===== config.mk =====
export PLATFORM = sky130hd
export DESIGN_NAME = mubn_mul
export DESIGN_NICKNAME = d
export VERILOG_FILES = /design/src/hdl/mesh_unit_box_normalizer_macros.svh /design/src/hdl/mubn_pkg.sv /design/src/hdl/mubn_mul.sv
export SDC_FILE = /design/constraint.sdc
export NUM_CORES = 2
export LEC_CHECK = 0
export ABC_AREA = 1
export BUFFER_PORTS_ARGS = -buffer_cell sky130_fd_sc_hd__buf_2
export CORE_MARGIN = 3
export CORE_UTILIZATION = 35
export DETAILED_ROUTE_END_ITERATION = 10
export PLACE_DENSITY = 0.55
export SLEW_MARGIN = 20
export SYNTH_ARGS = -nofsm -noshare
export SYNTH_HDL_FRONTEND = slang
export SYNTH_SLANG_ARGS = --single-unit

===== constraint.sdc =====
create_clock -name i_clk -period 20.7 [get_ports i_clk]
set_clock_uncertainty 0.1 [all_clocks]
set_input_delay 2.07 -clock i_clk [delete_from_list [all_inputs] [get_ports i_clk]]
set_output_delay 2.07 -clock i_clk [all_outputs]
set_load 0.05 [all_outputs]

===== src/hdl/mesh_unit_box_normalizer_macros.svh =====
// Assertion macros for the mesh unit box normalizer.
// Used by the top level only; expects i_clk and i_rst_n in scope.
`ifndef MESH_UNIT_BOX_NORMALIZER_MACROS_SVH
`define MESH_UNIT_BOX_NORMALIZER_MACROS_SVH

// Same-cycle implication, disabled during reset
`define MUBN_ASSERT_NOW(lbl, ante, cons) \
    lbl: assert property (@(posedge i_clk) disable iff (!i_rst_n) (ante) |-> (cons)) \
        else $error("mubn: same-cycle check failed");

// Next-cycle implication, disabled during reset
`define MUBN_ASSERT_NEXT(lbl, ante, cons) \
    lbl: assert property (@(posedge i_clk) disable iff (!i_rst_n) (ante) |=> (cons)) \
        else $error("mubn: next-cycle check failed");

`endif


===== src/hdl/mubn_pkg.sv =====
// Shared types and constants for the mesh unit box normalizer.
// No dependencies.
package mubn_pkg;

    localparam int POS_W          = 32;
    localparam int NORM_W         = 16;
    localparam int POS_FRAC_BITS  = 16;
    localparam int NORM_FRAC_BITS = 14;

    // request action codes
    localparam logic ACT_MEASURE = 1'b0;
    localparam logic ACT_APPLY   = 1'b1;

    // divider: numerator = (|d2| << frac) + m, denominator = 2m
    localparam int MAG_W  = POS_W + 2;
    localparam int NUM_W  = MAG_W + POS_FRAC_BITS + 1;
    localparam int DEN_W  = POS_W + 1;
    localparam int CNT_W  = $clog2(NUM_W);

    // shared multiplier
    localparam int MUL_W  = 32;
    localparam int PROD_W = 2 * MUL_W;

    // normal rescale search
    localparam int R_W    = NORM_FRAC_BITS + 1;
    localparam int B_W    = $clog2(NORM_FRAC_BITS + 1);
    localparam int RHS_W  = PROD_W - 3;

    typedef enum logic [3:0] {
        S_IDLE,
        S_EXT,
        S_DIV_GO,
        S_DIV_RUN,
        S_SQ_X,
        S_SQ_Y,
        S_SQ_Z,
        S_SQ_E,
        S_A_ISS,
        S_A_CAP,
        S_K_ISS,
        S_KL_ISS,
        S_CMP,
        S_FIN
    } t_state;

    typedef struct packed {
        logic             start;
        logic [NUM_W-1:0] num;
        logic [DEN_W-1:0] den;
    } t_div_req;

    typedef struct packed {
        logic busy;
        logic done;
    } t_div_stat;

endpackage


===== src/hdl/mubn_mul.sv =====
// Shared unsigned multiplier with a registered product.
// Depends on mubn_pkg.
module mubn_mul (
    input  logic                       i_clk,
    input  logic [mubn_pkg::MUL_W-1:0] i_a,
    input  logic [mubn_pkg::MUL_W-1:0] i_b,
    output logic [mubn_pkg::PROD_W-1:0] o_prod
);
    import mubn_pkg::*;

    logic [PROD_W-1:0] r_prod;

    // one product per cycle, ready next cycle
    always_ff @(posedge i_clk) begin
        r_prod <= {{MUL_W{1'b0}}, i_a} * {{MUL_W{1'b0}}, i_b};
    end

    assign o_prod = r_prod;
endmodule


==> summary.txt <==
Number of synthesized flops with an enable pin = 0
Synth Instances = 5023
Die span in x = 333 um
Final hold vios = 0
Avg Cell Area, Syn = 7.45 sq um
Ratio of cells with drive above 1 in the final layout = 4.49%
Postcts setup bufs = 0
CP max FO = 32
Yosys reg bits = 64
Critical path class = input pin to register
Std-Cell Rows = 119
Syn. warnings = 0
Detailed placement HPWL = 88800 um
DR WL/cell = 16.8 um
Largest family of logic cells by synthesized area = adder cells
# hold bufs at CTS = 0
Minimum clock period = 8.78 ns
Maxcap violations = 0
Ys flop type = dfxtp_1
Post-CTS sizing = 0
Setup crit end = o_prod[26]
CP Launch Type = input pin
Root buffer cell = clkbuf_16
Synth Area in Compound Gates = 0.853%
Asr flop ratio synth = 0%
Die ar. = 111000 sq um
Post-synthesis mux area share = 0%
Routed wire length = 107000 um
Seq/Total Area, Yosys = 3.43%
Max clock buf depth = 2
DRC violations left = 0
ANT nets after route = 0
HP Class = input pin to register
Max reg flops = 64
Vias post-DR = 28.9k
GPL Wtd Cong = 0.934
Fmax = 114 MHz
Total GRT Usage = 20.0%
Slew margin rel. = 32.6%
Port buffer count = 128
Max-slew violations = 0
CP Capture Type = register
Die height = 333 um
Syn_nets = 6247
Area growth syn-to-layout = 5.65%
Post-Synth Adder-Cell Area = 56.8%
Boundary Pins = 129
Starting DRT DRC Count = 1542
Vias per Instance = 4.53
Worst-path clk slew = 0.08 ns
Mapped cell area = 37400 sq um
RSZ-0062 raised after global routing = no
Final core utilization = 37.4%
First-pass DRT Iterations = 5
Initial antenna violation count = 5
Vias in the first global route = 31.3k
Critical Path Start = i_a[16]
Final Setup Violations = 0
Final setup TNS = 0 ns
First-pass GRT wire length = 175000 um
CTS tree = built
Pre-CTS WS = 11.62 ns
Final nets = 6210
Post-synthesis cell type count = 23
Status = completed
CP required = 20.81 ns
Clock sinks = 64
Worst EP arrival = 8.88 ns
Final worst-path cycle share = 42.4%
Hold Slack = 2.20 ns
Gr ovfl total = 0
CORE AREA = 106000 sq um
H-tree levels = 3
Worst slew pin tran = 1.01 ns
Largest net degree at the start of global routing = 33
Initial Utilization = 35.4%
Post-Synth XOR/XNOR Area = 0.820%
Post-Synth Simple-Gate Area = 18.8%
Post-route worst setup slack = 11.92 ns
CTS buffer count = 9
-- worst max-delay path: stages --
cell and delay, ns:
buf_2 0.75, nand2_1 0.10, inv_1 0.11, fa_1 0.45, fa_1 0.54, inv_1 0.05
fa_1 0.49, fa_1 0.53, inv_1 0.06, fa_1 0.56, fa_1 0.43, fa_1 0.54
fa_1 0.46, ha_1 0.40, nand2_1 0.17, inv_1 0.05, nand2_1 0.06, nand2_1 0.09
a21oi_1 0.30, nand3_2 0.26, xor2_1 0.39
-- Yosys cell counts (9+ instances only) --
cell | instances | share of area (%)
inv_2 | 12 | 0.12
nor3_1 | 11 | 0.15
nand4_1 | 16 | 0.27
ha_1 | 263 | 8.8
nor2_2 | 14 | 0.23
dfxtp_1 | 64 | 3.4
nand2_2 | 15 | 0.25
nand3_1 | 56 | 0.75
o21bai_1 | 11 | 0.22
fa_1 | 896 | 48
xor2_1 | 33 | 0.77
nand3_2 | 9 | 0.24
nor2_1 | 81 | 0.81
a21oi_1 | 43 | 0.58
inv_1 | 1723 | 17
clkbuf_1 | 192 | 1.9
nand2_1 | 1566 | 16
-- worst min path at each step --
stage,start,end,cells past startpoint
2_1_floorplan,i_b[0],o_prod[0],2
4_1_cts,i_b[0],o_prod[0],3
3_3_place_gp,o_prod[19],o_prod[19],1
5_1_grt,i_b[0],o_prod[0],3
6_report,i_b[0],o_prod[0],3
3_5_place_dp,o_prod[15],o_prod[15],1
-- per-stage QoR --
stage          instance area [sq um]  std cells
3_5_place_dp                   39200       6366
5_1_grt                        39500       6384
6_report                       39500       6384
2_1_floorplan                  37400       5023
4_1_cts                        39500       6382
3_3_place_gp                   39200       6366
-- cell type report --
type | count | area, sq um
fillers | 11300 | 66200
multi-input cells | 3032 | 28900
inverters | 1735 | 6510
well taps | 1391 | 1740
flip-flops and latches | 64 | 1280
repair buffers | 144 | 761
clock buffers | 9 | 225
clock inverters | 7 | 103
diodes | 2 | 5.00
-- layer usage --
| layer | vias to the layer above | wire [um] | GRT usage, % |
|---|---|---|---|
| met5 | - | 0 | 0 |
| met4 | 0 | 2260 | 3.90 |
| met3 | 113 | 4680 | 1.70 |
| met2 | 662 | 53500 | 35.4 |
| met1 | 14600 | 47000 | 26.9 |
| li1 | 13500 | - | - |
-- cells in the final DEF, fill, tap and decap left out, drive strengths merged --
cell type     n
a21oi        43
buf         144
bufinv        2
clkbuf        9
clkinv        2
clkinvlp      1
dfxtp        64
diode         2
fa          896
ha          263
inv        1737
nand2      1581
nand3        65
nand4        16
nor2        101
nor3         18
o21ai         2
o21bai       12
xnor2         2
xor2         33
-- cells by family after synthesis --
group                      count (synthesis)
and+or+nand+nor                         1781
adders and majority gates               1159
AOI/OAI and AO/OA                         57
DFF                                       64
buffers and inverters                   1927
xor gates and xnor gates                  35
Power is left out: the tool's default activity adds up to more than one toggle a clock period on the data nets, which glitch-free logic cannot reach.
