--- config.mk ---
export PLATFORM = sky130hd
export DESIGN_NAME = mubn_div
export DESIGN_NICKNAME = d
export VERILOG_FILES = /design/src/hdl/mesh_unit_box_normalizer_macros.svh /design/src/hdl/mubn_pkg.sv /design/src/hdl/mubn_div.sv
export SDC_FILE = /design/constraint.sdc
export NUM_CORES = 1
export LEC_CHECK = 0
export BUFFER_PORTS_ARGS = -buffer_cell sky130_fd_sc_hd__buf_2
export CAP_MARGIN = 20
export CORE_MARGIN = 2
export CORE_UTILIZATION = 35
export CTS_CLUSTER_SIZE = 12
export DETAILED_ROUTE_END_ITERATION = 12
export GPL_ROUTABILITY_DRIVEN = 1
export SYNTH_ARGS = -nofsm -noshare
export SYNTH_HDL_FRONTEND = slang
export SYNTH_SLANG_ARGS = --single-unit
export TNS_END_PERCENT = 100
--- constraint.sdc ---
create_clock -name i_clk -period 8.97 [get_ports i_clk]
set_input_delay 0.897 -clock i_clk [delete_from_list [all_inputs] [get_ports i_clk]]
set_output_delay 0.897 -clock i_clk [all_outputs]
set_load 0.005 [all_outputs]
--- src/hdl/mesh_unit_box_normalizer_macros.svh ---
// Assertion macros for the mesh unit box normalizer.
// Used by the top level only; expects i_clk and i_rst_n in scope.
`ifndef MESH_UNIT_BOX_NORMALIZER_MACROS_SVH
`define MESH_UNIT_BOX_NORMALIZER_MACROS_SVH

// Same-cycle implication, disabled during reset
`define MUBN_ASSERT_NOW(lbl, ante, cons) \
    lbl: assert property (@(posedge i_clk) disable iff (!i_rst_n) (ante) |-> (cons)) \
        else $error("mubn: same-cycle check failed");

// Next-cycle implication, disabled during reset
`define MUBN_ASSERT_NEXT(lbl, ante, cons) \
    lbl: assert property (@(posedge i_clk) disable iff (!i_rst_n) (ante) |=> (cons)) \
        else $error("mubn: next-cycle check failed");

`endif

--- src/hdl/mubn_pkg.sv ---
// Shared types and constants for the mesh unit box normalizer.
// No dependencies.
package mubn_pkg;

    localparam int POS_W          = 32;
    localparam int NORM_W         = 16;
    localparam int POS_FRAC_BITS  = 16;
    localparam int NORM_FRAC_BITS = 14;

    // request action codes
    localparam logic ACT_MEASURE = 1'b0;
    localparam logic ACT_APPLY   = 1'b1;

    // divider: numerator = (|d2| << frac) + m, denominator = 2m
    localparam int MAG_W  = POS_W + 2;
    localparam int NUM_W  = MAG_W + POS_FRAC_BITS + 1;
    localparam int DEN_W  = POS_W + 1;
    localparam int CNT_W  = $clog2(NUM_W);

    // shared multiplier
    localparam int MUL_W  = 32;
    localparam int PROD_W = 2 * MUL_W;

    // normal rescale search
    localparam int R_W    = NORM_FRAC_BITS + 1;
    localparam int B_W    = $clog2(NORM_FRAC_BITS + 1);
    localparam int RHS_W  = PROD_W - 3;

    typedef enum logic [3:0] {
        S_IDLE,
        S_EXT,
        S_DIV_GO,
        S_DIV_RUN,
        S_SQ_X,
        S_SQ_Y,
        S_SQ_Z,
        S_SQ_E,
        S_A_ISS,
        S_A_CAP,
        S_K_ISS,
        S_KL_ISS,
        S_CMP,
        S_FIN
    } t_state;

    typedef struct packed {
        logic             start;
        logic [NUM_W-1:0] num;
        logic [DEN_W-1:0] den;
    } t_div_req;

    typedef struct packed {
        logic busy;
        logic done;
    } t_div_stat;

endpackage

--- src/hdl/mubn_div.sv ---
// Restoring divider, one quotient bit per cycle.
// Depends on mubn_pkg.
module mubn_div (
    input  logic                       i_clk,
    input  logic                       i_rst_n,
    input  mubn_pkg::t_div_req         i_req,
    output mubn_pkg::t_div_stat        o_stat,
    output logic [mubn_pkg::NUM_W-1:0] o_quo
);
    import mubn_pkg::*;

    logic [DEN_W-1:0] r_rem, n_rem;
    logic [NUM_W-1:0] r_quo, n_quo;
    logic [DEN_W-1:0] r_den, n_den;
    logic [CNT_W-1:0] r_cnt, n_cnt;
    logic             r_busy, n_busy;
    logic             r_done, n_done;
    logic [DEN_W:0]   trial;
    logic             fits;

    // shift in next numerator bit, subtract when it fits
    always_comb begin
        trial  = {r_rem, r_quo[NUM_W-1]};
        fits   = trial >= {1'b0, r_den};
        n_rem  = r_rem;
        n_quo  = r_quo;
        n_den  = r_den;
        n_cnt  = r_cnt;
        n_busy = r_busy;
        n_done = 1'b0;
        if (i_req.start) begin
            n_rem  = '0;
            n_quo  = i_req.num;
            n_den  = i_req.den;
            n_cnt  = CNT_W'(NUM_W - 1);
            n_busy = 1'b1;
        end else if (r_busy) begin
            n_rem = fits ? DEN_W'(trial - {1'b0, r_den}) : trial[DEN_W-1:0];
            n_quo = {r_quo[NUM_W-2:0], fits};
            if (r_cnt == '0) begin
                n_busy = 1'b0;
                n_done = 1'b1;
            end else begin
                n_cnt = r_cnt - 1'b1;
            end
        end
    end

    always_ff @(posedge i_clk) begin
        if (!i_rst_n) begin
            r_busy <= 1'b0;
            r_done <= 1'b0;
            r_cnt  <= '0;
        end else begin
            r_busy <= n_busy;
            r_done <= n_done;
            r_cnt  <= n_cnt;
        end
        r_rem <= n_rem;
        r_quo <= n_quo;
        r_den <= n_den;
    end

    assign o_stat.busy = r_busy;
    assign o_stat.done = r_done;
    assign o_quo       = r_quo;
endmodule

==> summary.md, run 1 <==
| Metric | Value |
|---|---|
| Outcome | finished, final reports clean |
| Clock root cell | clkbuf_16 |
| Top_reg_cell synth | edfxtp_1 |
| Syn_area_per_cell | 10.5 um2 |
| HP Class | reg2reg |
| CTS clock-pin slew for the worst setup and hold paths | roughly 0.060 ns |
| EDFF count, synth | 84 |
| Relative max-transition margin | 42.9% |
| Port Buffers | 139 |
| Skew-Pair Late Insertion Delay | 0.42 ns |
| Final hold violation count | 0 |
| Area Overhead vs Synth | 20.9% |
| Clock skew | 0.00858 ns |
| Yosys cell types | 64 |
| Peak supply drop | 0.000123 V |
| # setup viols final | 0 |
| WP data required | 9.29 ns |
| Worst-Margin Slew | about 0.86 ns |
| Largest net degree at the start of global routing | 69 |
| Cells after Synth | between 600 and 700 |
| Post-route insts no fill | between 1000 and 1500 |
| Synthesized net count | 799 |
| YS warnings | 0 |
| CTS tree | built |
| Antenna violations before repair | 1 |
| GR Overflow Total | 0 |
| Fraction of registers with async set/reset | 0% |
| Fin crit period | about 3.6 ns |
| MaxCap Viol Count | 0 |
| Vias per Instance | ~5 |
| Yosys top cell by area | edfxtp_1 |
| Synthesized area | between 0.007 and 0.008 mm2 |
| Number of CTS-inserted buffers | 17 |
| Hold-fix buffers at CTS | 0 |
| Die area | around 0.021 mm2 |
| DR pass1 iterations | 4 |
| Final worst-path cycle share | approximately two fifths |
| Die Span Y | 146 um |
| Placed cells | ~1100 |
| Placer Congestion | approximately 0.84 |
| Total Routing Usage GR | ~15% |
| IO Pins | 140 |
| Num rows | between 50 and 60 |
| Area after DPL | ~0.008 mm2 |
| Routed WL per cell | between 15 and 20 um |
| First-pass GRT wire length | approximately 27000 um |
| Dpl hpwl | roughly 11000 um |
| Max Slew Vio Count | 0 |
| TNS Setup | 0 ns |
| Top cells by area, synth | edfxtp_1 (36%), dfxtp_1 (12%), mux2_2 (8.0%) |
| Share of cells above drive strength 1 | between 30 and 40% |
| Nets | ~920 |
| Starting DRC count in detailed routing | 250 |
| Post-synthesis register bit count | 125 |
| RSZ-0062 raised after global routing | false |
| Via count | 5442 |
| Detail Route Antenna Nets | 0 |
| Clock Sink Count | 125 |
| Fin util | between 40% and 50% |
| Critical path fanouts, max | 28 |
| Post-CTS Setup Inserts | 0 |
| Static leakage | around 3.6 nW |
| Pwr Density | 206 mW/mm2 |
| Design Area, Final | 0.00856 mm2 |
| Critical Path Start Type | flip-flop |
| Post-synth top area share | between 30 and 40% |
| Final WL | about 17000 um |
| Post-synthesis sequential area ratio | a little under half |
| Clock tree buffer depth | 2 |
| Fillers | roughly 2000 |
| Fmax | around 280 MHz |
| Number of global-route vias before repair | around 5300 |
| Residual DRC | 0 |
| CP arrival | between 3 and 4 ns |
| Most frequent cells in the layout | buf_2 (138), nand2_1 (87), edfxtp_1 (84) |
| Commonest non-fill, non-tap cell in the layout | buf_2 |
| CTS resizes | 0 |
| Worst Setup End Kind | flip-flop |
| Core ar. | about 0.020 mm2 |
| Initial Util | ~35% |
| # H-tree levels | 4 |
| Crit Path Class | reg2reg |
| Tot Pwr | ~1.8 mW |
| Die width | 146 um |
-- per-layer routing --
layer / wire, um / vias up / part of all wire [%] / global-route usage [%]
met4: 295 / 0 / 1.8 / 5.73
met3: 709 / 21 / 4.3 / 3.91
met5: 0 / - / 0 / 0
met1: 7990 / 2589 / 48 / 21.0
met2: 7590 / 108 / 46 / 24.0
li1: - / 2724 / - / -
-- kinds of logic (layout without fill, tap and decap cells) --
kind of cell | Yosys count | in the layout | share of synthesized area (%)
xor+xnor | 27 | 27 | 3.34
other cells | 0 | 1 | 0
mux | 50 | 50 | 7.95
compound gates | 155 | 155 | 16.8
flops | 125 | 125 | 47.2
fa+ha+maj | 36 | 36 | 6.47
buf+inv | 84 | 221 | 5.19
simple gates | 199 | 199 | 13.0
-- critical path: stages, from the launching register on --
cell and delay (ns):
edfxtp_1 0.41, inv_1 0.08, ha_1 0.17, inv_1 0.06
fa_1 0.45, a211oi_2 0.28, o21ai_2 0.12, o211ai_1 0.23
nand2_1 0.16, o2111a_1 0.31, nor2_2 0.41, buf_4 0.41
nand2_1 0.10, a311oi_1 0.27
-- per-stage QoR --
| step | hold slack [ns] | setup slack [ns] |
|---|---|---|
| finish | 0.500 | 5.40 |
| global route | 0.525 | 5.06 |
| CTS | 0.503 | 5.42 |
| detailed placement | 0.493 | 5.42 |
| global placement | 0.489 | 5.61 |
| floorplan | 0.464 | 5.93 |
-- synthesized netlist by cell type, drive strengths merged, types with 13 or more instances --
cell type / n
nand2: 87
buf: 17
edfxtp: 84
clkbuf: 22
o21ai: 17
inv: 45
o211ai: 13
xnor2: 14
mux2: 50
nor2: 48
xor2: 13
a21oi: 35
a21o: 15
a311oi: 24
dfxtp: 41
ha: 35
-- worst paths after layout --
check	start	end	slack [ns]	cells after the start
worst min-delay path	r_rem[19]	r_rem[20]	0.50	2
worst max register to register	o_quo[50]	r_rem[7]	5.40	13
worst min register to register	r_rem[19]	r_rem[20]	0.50	2
worst max-delay path	o_quo[50]	r_rem[7]	5.40	13
-- cell type report --
type                    count  area [um2]  area share (%)
diodes                      1        2.50          0.0292
clock buffers              18         429            5.01
clock inverters            14         158            1.84
inverters                  45         169            1.97
multi-input cells         467        3370            39.4
flip-flops and latches    125        3340            39.1
well taps                 270         338            3.95
repair buffers            144         748            8.74
-- registers in the layout, summed over array words and instances (netlist names) --
register  flops
r_busy        1
r_den        33
r_cnt         6
o_quo        51
r_done        1
r_rem        33
-- power by group --
group / switching, mW / internal, mW / total, mW
combinational: 0.208 / 0.153 / 0.362
sequential: 0.0291 / 0.677 / 0.706
clock: 0.282 / 0.415 / 0.697
Power figures use the tool's default switching activity.
==> run 2: changes to the inputs <==
==> constraint.sdc (replaced) <==
create_clock -name i_clk -period 3.4 [get_ports i_clk]
set_input_delay 0.34 -clock i_clk [delete_from_list [all_inputs] [get_ports i_clk]]
set_output_delay 0.34 -clock i_clk [all_outputs]
set_load 0.005 [all_outputs]
==> summary.md, run 2 (synthesis results as in run 1) <==
| Metric | Value |
|---|---|
| Total Routing Usage GR | 15.8% (+0.30 points) |
| Relative max-transition margin | 53.5% (+11 points) |
| Final worst-path cycle share | 93.4% (+54 points) |
| Area Overhead vs Synth | 21.9% |
| Worst Setup End Kind | flip-flop |
| Fin util | 43.1% (+0.36 points) |
| Fin crit period | 3.18 ns (-0.393 ns) |
| Dpl hpwl | 11500 um (+0.98%) |
| TNS Setup | 0 ns (unchanged) |
| Die Span Y | 146 um (unchanged) |
| Residual DRC | 0 (unchanged) |
| Placer Congestion | 0.829 (-1.8%) |
| First-pass GRT wire length | 27200 um (+1.7%) |
| Crit Path Class | reg2reg |
| IO Pins | 140 (unchanged) |
| Clock tree buffer depth | 2 (unchanged) |
| Final hold violation count | 0 (unchanged) |
| Core ar. | 0.0200 mm2 (unchanged) |
| Hold-fix buffers at CTS | 0 (unchanged) |
| Clock skew | 0.0110 ns (+0.00238 ns) |
| Num rows | 52 (unchanged) |
| Clock Sink Count | 125 (unchanged) |
| Routed WL per cell | 15.1 um (-1.4%) |
| Placed cells | 1052 (+0.19%) |
| Commonest non-fill, non-tap cell in the layout | buf_2 |
| CTS tree | built |
| Share of cells above drive strength 1 | 30.9% (+0.29 points) |
| Starting DRC count in detailed routing | 383 (+53%) |
| Die width | 146 um (unchanged) |
| Worst-Margin Slew | 0.697 ns (-0.159 ns) |
| CP arrival | 3.43 ns (-0.46 ns) |
| Number of CTS-inserted buffers | 17 (unchanged) |
| Post-route insts no fill | 1085 (+0.092%) |
| CTS resizes | 0 (unchanged) |
| WP data required | 3.65 ns (-5.64 ns) |
| Final WL | 16400 um (-1.3%) |
| Nets | 925 (+0.22%) |
| Die area | 0.0214 mm2 (unchanged) |
| Clock root cell | clkbuf_16 |
| CTS clock-pin slew for the worst setup and hold paths | 0.07 ns (about the same) |
| Register area | 0.00334 mm2 (unchanged) |
| Via count | 5445 (+0.055%) |
| Static leakage | 3.60 nW (+1.2%) |
| MaxCap Viol Count | 0 (unchanged) |
| # H-tree levels | 4 (unchanged) |
| Footprint of the multi-input gates | 0.00337 mm2 (unchanged) |
| Antenna violations before repair | 0 (-1) |
| HP Class | in2reg |
| Antenna diode count | 0 (-1) |
| Most frequent cells in the layout | buf_2 (138), nand2_1 (87), edfxtp_1 (84) |
| Fillers | 1983 (-0.50%) |
| Post-CTS Setup Inserts | 0 (unchanged) |
| Pwr Density | 556 mW/mm2 (+170%) |
| Fmax | 315 MHz (+12%) |
| Critical path fanouts, max | 11 (-61%) |
| Number of global-route vias before repair | 5434 (+2.1%) |
| DR pass1 iterations | 4 (unchanged) |
| Vias per Instance | 5.02 (about the same) |
| RSZ-0062 raised after global routing | false |
| Initial Util | 35.3% (unchanged) |
| # setup viols final | 0 (unchanged) |
| Largest net degree at the start of global routing | 93 (+35%) |
| Peak supply drop | 0.000316 V (+160%) |
| Port Buffers | 139 (unchanged) |
| Detail Route Antenna Nets | 0 (unchanged) |
| Outcome | finished, final reports clean |
| Max Slew Vio Count | 0 (unchanged) |
| Critical Path Start Type | flip-flop |
| GR Overflow Total | 0 (unchanged) |
| Max FFs per register | 51 (unchanged) |
| Skew-Pair Late Insertion Delay | 0.42 ns (about the same) |
[run 2: metal layers]
layer	wire (um)	part of all wire (%)	track usage, %	vias up
met5	0	0	0	-
met4	170	1.0	5.19	0
met3	565	3.5	3.56	11
met2	7850	48	25.9	108
met1	7790	48	20.7	2595
li1	-	-	-	2731
[run 2: cell type report]
class	count	area share, %
clock buffers	17	4.93
clock inverters	15	2.41
inverters	45	1.96
multi-input cells	467	39.1
flip-flops and latches	125	38.8
well taps	270	3.91
repair buffers	146	8.99
[run 2: path summary, 6_finish.rpt]
kind | end | startpoint | cells after the start | slack (ns)
max | r_rem[22] | o_quo[50] | 13 | 0.22
min | r_den[16] | i_req[16] | 1 | 0.09
max reg2reg | r_rem[22] | o_quo[50] | 13 | 0.22
min reg2reg | r_rem[21] | r_rem[21] | 2 | 0.51
[run 2: critical path, stage by stage, from the launching register on]
cell	delay [ns]
edfxtp_1	0.41
inv_1	0.07
ha_1	0.15
inv_1	0.05
fa_1	0.42
a211oi_2	0.26
o21ai_2	0.12
o211ai_1	0.23
nand2_1	0.16
o2111a_1	0.30
or2_1	0.38
buf_4	0.24
nand3_1	0.09
a41oi_1	0.11
[run 2: report_power, final]
| group | switching (mW) | internal, mW |
|---|---|---|
| registers | 0.0770 | 1.79 |
| clock network | 0.745 | 1.24 |
| logic | 0.542 | 0.410 |
| total | 1.36 | 3.44 |
[run 2: through the flow]
stage	power, mW	setup WS, ns	area, um2	hold WS, ns
finish	4.80	0.224	8630	0.0861
detailed placement	2.85	0.221	7980	0.497
CTS	4.86	0.194	8610	0.0635
global placement	2.84	0.295	7980	0.495
floorplan	2.56	0.530	7080	0.439
global route	5.06	0.0183	8630	0.0660
==> run 3: changes to the inputs <==
--- a/config.mk
+++ b/config.mk
@@ -7,11 +7,15 @@
 export LEC_CHECK = 0
 export BUFFER_PORTS_ARGS = -buffer_cell sky130_fd_sc_hd__buf_2
 export CAP_MARGIN = 20
+export CELL_PAD_IN_SITES_DETAIL_PLACEMENT = 1
+export CELL_PAD_IN_SITES_GLOBAL_PLACEMENT = 1
 export CORE_MARGIN = 2
 export CORE_UTILIZATION = 35
 export CTS_CLUSTER_SIZE = 12
 export DETAILED_ROUTE_END_ITERATION = 12
 export GPL_ROUTABILITY_DRIVEN = 1
+export PLACE_DENSITY_LB_ADDON = 0.1
+export SKIP_CTS_REPAIR_TIMING = 1
 export SYNTH_ARGS = -nofsm -noshare
 export SYNTH_HDL_FRONTEND = slang
 export SYNTH_SLANG_ARGS = --single-unit
==> summary.md, run 3 (synthesis results as in run 1) <==
| Metric | Value |
|---|---|
| Global Route met1 Usage | 22.1% (+1.4 points) |
| Nets | 926 (+0.11%) |
| Clock tree buffer depth | 2 (unchanged) |
| Clock root cell | clkbuf_16 |
| Num rows | 52 (unchanged) |
| MaxCap Viol Count | 0 (unchanged) |
| M2 GR Usage | 31.9% (+5.9 points) |
| Worst Setup EP | r_rem[30] |
| # setup viols final | 0 (unchanged) |
| HP Class | in2reg |
| First-pass GRT wire length | 31400 um (+15%) |
| Detail Route Antenna Nets | 0 (unchanged) |
| Share of cells above drive strength 1 | 30.9% (-0.038 points) |
| TNS Setup | 0 ns (unchanged) |
| Fin crit period | 3.14 ns (-0.0366 ns) |
| Fin util | 43.0% (-0.10 points) |
| CTS clock-pin slew for the worst setup and hold paths | 0.07 ns (about the same) |
| Number of global-route vias before repair | 6142 (+13%) |
| CP Launch Point | o_quo[50] |
| Grt met3 use | 4.13% (+0.56 points) |
| CTS tree | built |
| # H-tree levels | 4 (unchanged) |
| Die width | 146 um (unchanged) |
| Via count | 5599 (+2.8%) |
| Layer with the highest usage | met2 |
| R2R Path Start | o_quo[50] |
| Clock Sink Count | 125 (unchanged) |
| Most frequent cells in the layout | buf_2 (138), nand2_1 (87), edfxtp_1 (84) |
| Final WL | 18900 um (+15%) |
| Port Buffers | 139 (unchanged) |
| R2r worst-path depth | 13 (unchanged) |
| Worst Setup End Kind | flip-flop |
| Critical path fanouts, max | 16 (+5) |
| Initial Util | 35.3% (unchanged) |
| Die area | 0.0214 mm2 (unchanged) |
| Vias per Instance | 5.16 (+2.7%) |
| Tot Pwr | 4.80 mW (about the same) |
| Starting DRC count in detailed routing | 185 (-52%) |
| WP data required | 3.65 ns (about the same) |
| Pwr Density | 557 mW/mm2 (+0.15%) |
| Static leakage | 3.58 nW (-0.36%) |
| Final hold violation count | 0 (unchanged) |
| Placer Congestion | 0.850 (+2.5%) |
| Fmax | 319 MHz (+1.2%) |
| Residual DRC | 0 (unchanged) |
| IO Pins | 140 (unchanged) |
| Skew-Pair Late Insertion Delay | 0.43 ns (about the same) |
| Dpl hpwl | 13400 um (+17%) |
| Critical Path Start Type | flip-flop |
| Worst-Margin Slew | 0.733 ns (+0.0353 ns) |
| Core ar. | 0.0200 mm2 (unchanged) |
| Largest net degree at the start of global routing | 80 (-14%) |
| Total Routing Usage GR | 18.3% (+2.5 points) |
| CP arrival | 3.39 ns (-0.04 ns) |
| Worst R2R End | r_rem[30] |
| Reg2reg setup slack | 0.26 ns (+0.04 ns) |
| RSZ-0062 raised after global routing | false |
| Number of CTS-inserted buffers | 17 (unchanged) |
| Routed WL per cell | 17.4 um (+15%) |
| Die Span Y | 146 um (unchanged) |
| Clock skew | 0.0158 ns (+0.00485 ns) |
| GR Overflow Total | 0 (unchanged) |
| Area Overhead vs Synth | 21.6% |
| Max Slew Vio Count | 0 (unchanged) |
| DR pass1 iterations | 4 (unchanged) |
| Max FFs per register | 51 (unchanged) |
| Crit Path Class | reg2reg |
| Final worst-path cycle share | 92.3% (-1.1 points) |
| Relative max-transition margin | 51.2% (-2.4 points) |
| Peak supply drop | 0.000306 V (-3.0%) |
| Commonest non-fill, non-tap cell in the layout | buf_2 |
| Antenna violations before repair | 0 (unchanged) |
| Fillers | 2325 (+17%) |
| Outcome | finished, final reports clean |
| Antenna diode count | 0 (unchanged) |
## run 3: cell type report
cell class,count,area [um2],share of cell area [%]
inverters,45,169,1.96
multi-input cells,467,3370,39.1
clock inverters,14,185,2.15
well taps,270,338,3.92
flip-flops and latches,125,3340,38.8
repair buffers,147,774,8.99
clock buffers,18,429,4.98
## run 3: how the worst min path moves through the flow
stage,start,to,slack (ns),cells past startpoint
floorplan,i_req[0],r_den[0],0.44,0
global placement,r_rem[28],r_rem[28],0.49,2
detailed placement,r_rem[17],r_rem[18],0.50,2
CTS,i_req[20],r_den[20],0.06,1
global route,i_req[18],r_den[18],0.06,1
finish,i_req[14],r_den[14],0.08,1
## run 3: routing by layer
metal | up-vias | part of all wire [%]
met4 | 0 | 2.2
met3 | 30 | 3.1
met5 | - | 0
li1 | 2733 | -
met1 | 2739 | 44
met2 | 97 | 50
## run 3: stage by stage
stage	setup WS (ns)	hold slack (ns)	cells	area (um2)
detailed placement	0.229	0.502	1054	7990
finish	0.260	0.0756	1086	8610
floorplan	0.530	0.439	676	7080
CTS	0.197	0.0645	1086	8610
global route	0.0325	0.0635	1086	8610
global placement	0.376	0.489	1054	7990
## run 3: critical path: stages, from the launching register on
cell and delay [ns]:
edfxtp_1 0.41, inv_1 0.08, ha_1 0.16, inv_1 0.05, fa_1 0.43, a211oi_2 0.27
o21ai_2 0.12, o211ai_1 0.23, nand2_1 0.17, o2111a_1 0.31, or2_1 0.25, buf_4 0.21
o2111ai_1 0.13, a41oi_1 0.15
## run 3: power breakdown
part | switching [mW] | internal [mW]
Clock | 0.773 | 1.17
Sequential | 0.0780 | 1.79
Combinational | 0.576 | 0.411
Total | 1.43 | 3.37
